## src/hw/rtl/lfo_pkg.sv

```systemverilog
package lfo_pkg;

  localparam int PHASE_BITS       = 16;
  localparam int SINE_TABLE_DEPTH = 256;

  localparam int IDX_W    = 32;
  localparam int FREQ_W   = 21;
  localparam int RATE_W   = 18;
  localparam int SHAPE_W  = 3;
  localparam int OUT_W    = 16;
  localparam int PERIOD_W = 28;
  localparam int PROD_W   = 52;
  localparam int DIV_W    = PROD_W + PHASE_BITS;
  localparam int VAL_W    = 17;
  localparam int SIDX_W   = $clog2(SINE_TABLE_DEPTH + 1);
  localparam int ONE_Q14  = 16384;

  localparam longint unsigned HALF_PI_Q30 = 64'd1686629713;

  typedef enum logic [SHAPE_W-1:0] {
    SHAPE_SINE      = 3'd0,
    SHAPE_TRIANGLE  = 3'd1,
    SHAPE_SQUARE    = 3'd2,
    SHAPE_RAMP_UP   = 3'd3,
    SHAPE_RAMP_DOWN = 3'd4
  } shape_e;

  typedef enum logic [1:0] {
    REG_SHAPE = 2'd0,
    REG_FREQ  = 2'd1,
    REG_RATE  = 2'd2
  } reg_e;

  // One divider step's payload: partial remainder and the dividend/quotient shifter.
  typedef struct packed {
    logic                valid;
    logic [PERIOD_W-1:0] rem;
    logic [DIV_W-1:0]    sh;
  } div_stage_t;

  typedef struct packed {
    logic [SHAPE_W-1:0] shape;
    logic               neg;
    logic               zero;
  } lfo_cfg_t;

  typedef logic [14:0] sine_tab_t [0:SINE_TABLE_DEPTH];

  // Quarter-wave sine, odd Taylor series to x^11 in Q30, rounded to Q14.
  function automatic sine_tab_t build_sine_tab();
    sine_tab_t       tab;
    longint unsigned x;
    longint unsigned x2;
    longint unsigned term;
    longint unsigned v;
    longint          sum;
    for (int k = 0; k <= SINE_TABLE_DEPTH; k++) begin
      x    = (HALF_PI_Q30 * longint'(k)) / SINE_TABLE_DEPTH;
      x2   = (x * x) >> 30;
      term = x;
      sum  = longint'(x);
      term = ((term * x2) >> 30) / 6;
      sum  = sum - longint'(term);
      term = ((term * x2) >> 30) / 20;
      sum  = sum + longint'(term);
      term = ((term * x2) >> 30) / 42;
      sum  = sum - longint'(term);
      term = ((term * x2) >> 30) / 72;
      sum  = sum + longint'(term);
      term = ((term * x2) >> 30) / 110;
      sum  = sum - longint'(term);
      if (sum < 0) begin
        sum = 0;
      end
      v = (longint'(sum) + 32768) >> 16;
      if (v > ONE_Q14) begin
        v = ONE_Q14;
      end
      tab[k] = 15'(v);
    end
    return tab;
  endfunction

  localparam sine_tab_t SINE_TAB = build_sine_tab();

endpackage

```

## src/hw/rtl/lfo_div_step.sv

```systemverilog
module lfo_div_step import lfo_pkg::*; (
  input  logic                clk_i,
  input  logic                rst_ni,
  input  logic                en_i,
  input  logic [PERIOD_W-1:0] period_i,
  input  div_stage_t          in_i,
  output div_stage_t          out_o
);

  logic [PERIOD_W:0] trial;
  logic              ge;
  div_stage_t        out_d;
  div_stage_t        out_q;

  // One restoring step: bring down the next dividend bit, subtract if it fits.
  always_comb begin
    trial       = {in_i.rem, in_i.sh[DIV_W-1]};
    ge          = trial >= {1'b0, period_i};
    out_d.valid = in_i.valid;
    out_d.rem   = ge ? PERIOD_W'(trial - {1'b0, period_i}) : trial[PERIOD_W-1:0];
    out_d.sh    = {in_i.sh[DIV_W-2:0], ge};
  end

  always_ff @(posedge clk_i or negedge rst_ni) begin
    if (!rst_ni) begin
      out_q <= '0;
    end else if (en_i) begin
      out_q <= out_d;
    end
  end

  assign out_o = out_q;

endmodule

```

## config.mk

```make
export PLATFORM = sky130hd
export DESIGN_NAME = lfo_div_step
export DESIGN_NICKNAME = d
export VERILOG_FILES = /design/src/hw/rtl/lfo_pkg.sv /design/src/hw/rtl/lfo_div_step.sv
export SDC_FILE = /design/constraint.sdc
export NUM_CORES = 1
export LEC_CHECK = 0
export BUFFER_PORTS_ARGS = -buffer_cell sky130_fd_sc_hd__clkbuf_2
export CORE_MARGIN = 8
export CORE_UTILIZATION = 31
export CTS_CLUSTER_DIAMETER = 120
export CTS_CLUSTER_SIZE = 28
export DETAILED_ROUTE_END_ITERATION = 16
export MAX_ROUTING_LAYER = met4
export PLACE_DENSITY = 0.67
export SLEW_MARGIN = 10
export SYNTH_ARGS = -nofsm -noshare
export SYNTH_HDL_FRONTEND = slang
export SYNTH_SLANG_ARGS = --single-unit
export TNS_END_PERCENT = 5
```

## constraint.sdc

```tcl
create_clock -name clk_i -period 1 [get_ports clk_i]
set_clock_uncertainty 0.15 [all_clocks]
set_input_delay 0.05 -clock clk_i [delete_from_list [all_inputs] [get_ports clk_i]]
set_output_delay 0.05 -clock clk_i [all_outputs]
set_load 0.01 [all_outputs]
```

==> flow_summary.yaml <==
routing:
  dr.pass1.iters: 4
  wl_per_cell_um: 16.9
  drt-initial-drc-count: 159
  ant_nets: 0
  avgViaCountPerCell: 4.69
  route.detailed.drc: 0
  vias: 5388
  wirelength_um: 19400
power_and_ir_drop:
  peakVddDrop_uv: 770
  power_density_nw_per_um2: 1350
  total_power_mw: 12.4
  cellLeakagePower_nw: 4.49
cts:
  cts_tree: "built"
  cts_root_buf: "clkbuf_16"
  cts.sinks: 97
  hold_buffers: 94
  ctsLongestPathBuffers: 2
  cts_buffers: 9
  clk_latency_ns: 0.34
  htree_levels: 3
  clk_pin_slew_ns: 0.07
global_routing:
  grt_start_max_net_pins: 47
  grt_overflow: 0
  met2_usage_pct: 30.3
  grt_pass1_vias: 5766
  grt_util_met3_pct: 4.89
  grt_pass1_wl_um: 30600
  antenna_found_initial: 0
  busiest_layer: "met2"
  grtUsageTotal_pct: 17.8
  met1_usage_pct: 20.9
sta:
  worst_slew_pin_slew_ns: 0.367
  period_share_pct: 207
  worst_slack_ns: -1.07
  slew_headroom_pct: 75.2
  finalHoldViolCount: 10
  timing.hold.ws_ns: -0.0434
  setup_viol: 126
  rsz0062_at_grt: "yes"
  fin_crit_ns: 2.07
  fmax_ghz: 0.483
  finalMaxSlewViolations: 0
logic_synthesis:
  avgSynthCellArea_um2: 10.8
  syn_nets: 655
  ys.flop_type: "dfrtp_1"
  synth-edff-count: 0
  yosysUniqueCellTypes: 52
  syn_area_um2: 5390
  async_flop_share_pct: 100
  ys_warn_count: 0
  syn_inst: 498
  synth_seq_cells: 97
  ys_seq_area_share_pct: 45.0
worst_setup_path:
  slowest_delay_ns: 0.25
  cp.required_ns: 1.08
  crit_family: "compound AO/OA/AOI/OAI gates"
  critPathArrivalTime_ns: 2.15
  cp_max_fo: 7
  crit_slowest_cell: "ha_4"
  path_cells: "buf_8 -> ha_4 -> a21o_1 -> a21oi_4 -> a21oi_4 -> o211ai_4 -> a31oi_4 -> o2bb2ai_4 -> a21oi_4 -> buf_12 -> buf_12 -> mux2i_2 -> a21oi_1"
  crit_buf_inv: 3
  crit_top_cell: "a21oi_4"
  timing_worst_setup_path_type: "input port to flop"
  critPathLaunchType: "input port"
  endpoint_kind: "flop"
status:
  outcome: "complete, but fails checks"
  failed_checks: "hold timing, setup timing"
layout:
  seq_area_um2: 2430
  multi_input_area_um2: 3060
  drive_above_1_share_pct: 52.0
  synthToLayoutAreaGrowth_pct: 71.3
  num_antenna_cells: 0
  largest_reg_flops: 97
  fin_nets: 1075
  nFillCells: 1478
  stdcell_area_um2: 9240
placed_design:
  io_buffers: 224
  place_congestion: 0.859
  post-dp-hpwl_um: 14000
  dp_slack_ns: -1.51
  place_area_um2: 7760
die:
  die_x_um: 148
  initial_utilization_pct: 31.4
  die_h_um: 148
  fp.dieArea_um2: 21900
  rows: 48
  io-pin-count: 225
  core_area_um2: 17200
worst_hold_path:
  hp-class: "input port to asynchronous set/reset pin"
flow_run:
  maxCapViolCount: 0
-- synthesized netlist by cell type, types with 5 or more instances --
master,number,area share [%]
nor2b_1,11,1.3
nand2_1,16,1.1
mux2_2,69,14
ha_1,28,6.5
a21oi_1,32,3.0
dfrtp_1,97,45
nand3_1,12,1.1
o21ai_0,12,1.1
mux2i_1,14,2.6
clkbuf_1,18,1.3
o21a_1,5,0.70
xnor2_1,15,2.4
nor2_1,40,2.8
xor2_1,6,0.97
o21ai_1,5,0.46
a31oi_1,17,2.0
inv_1,32,2.2
a21o_1,12,1.7
-- cells in the final DEF (no fill, tap or decap), types with 12 or more instances in the layout --
master / count
ha_4: 12
xnor2_1: 14
mux2i_1: 13
dfrtp_1: 97
mux2_2: 68
nor2_1: 40
nand2_1: 15
a21oi_1: 29
a31oi_1: 17
a21o_1: 12
dlygate4sd3_1: 94
clkbuf_2: 214
ha_1: 15
buf_4: 106
inv_1: 22
-- stage by stage --
step	util (%)	setup TNS, ns	std cells
detailed placement	45.2	-46.27	1032
global route	53.8	-42.41	1148
global placement	45.2	-45.47	1032
finish	53.8	-35.81	1148
floorplan	-	-49.78	498
CTS	52.7	-37.31	1143
-- cell type report --
cell class              count  area share, %
clock inverters             6          0.623
repair buffers            430           33.0
inverters                  32           1.33
well taps                 225           3.05
flip-flops and latches     97           26.3
clock buffers              10           2.59
multi-input cells         348           33.1
-- kinds of logic after synthesis --
logic type / synth area share [%]
adder cells (fa/ha/maj): 6.87
flip-flops: 45.0
AND/OR/NAND/NOR: 9.26
buffers and inverters: 3.99
XOR/XNOR: 3.41
AO/OA/AOI/OAI: 14.2
multiplexers: 17.3
-- final timing paths --
check / startpoint / endpoint / slack (ns) / cells past startpoint
max: in_i[70] / out_o[77] / -1.07 / 13
min: rst_ni / out_o[25] / -0.04 / 2
max reg2reg: out_o[80] / out_o[80] / -0.04 / 3
min reg2reg: out_o[67] / out_o[67] / 0.36 / 1
max in group asynchronous: rst_ni / out_o[62] / 0.26 / 3
min in group clk_i: period_i[0] / out_o[68] / -0.01 / 4
-- worst reg2reg max path, stage by stage (launching register included) --
cell	delay [ns]
dfrtp_1	0.40
nor2b_1	0.13
a31oi_1	0.15
o21ai_1	0.09
-- where the power goes --
group          leakage [nW]  switching (mW)  internal (mW)  total, mW
registers              1.13           0.291           4.42       4.71
logic                  3.22            1.97           2.27       4.24
clock network         0.147            1.67           1.82       3.49
-- repair_timing --
| item | 4_1_cts | 5_1_grt |
|---|---|---|
| pin swaps | 13 | 16 |
| hold endpoints to repair | 189 | 10 |
| resized for setup | 17 | 37 |
| gates cloned | 0 | 1 |
| setup endpoints to repair | 126 | 126 |
| buffers inserted | 2 | 4 |
-- per-layer routing --
| metal | routed length, um | share of wire [%] | vias to the layer above |
|---|---|---|---|
| met5 | 0 | 0 | - |
| li1 | - | - | 2621 |
| met3 | 1320 | 6.8 | 16 |
| met4 | 177 | 0.91 | 0 |
| met1 | 8370 | 43 | 2545 |
| met2 | 9500 | 49 | 206 |
(Power assumes the default switching activity.)
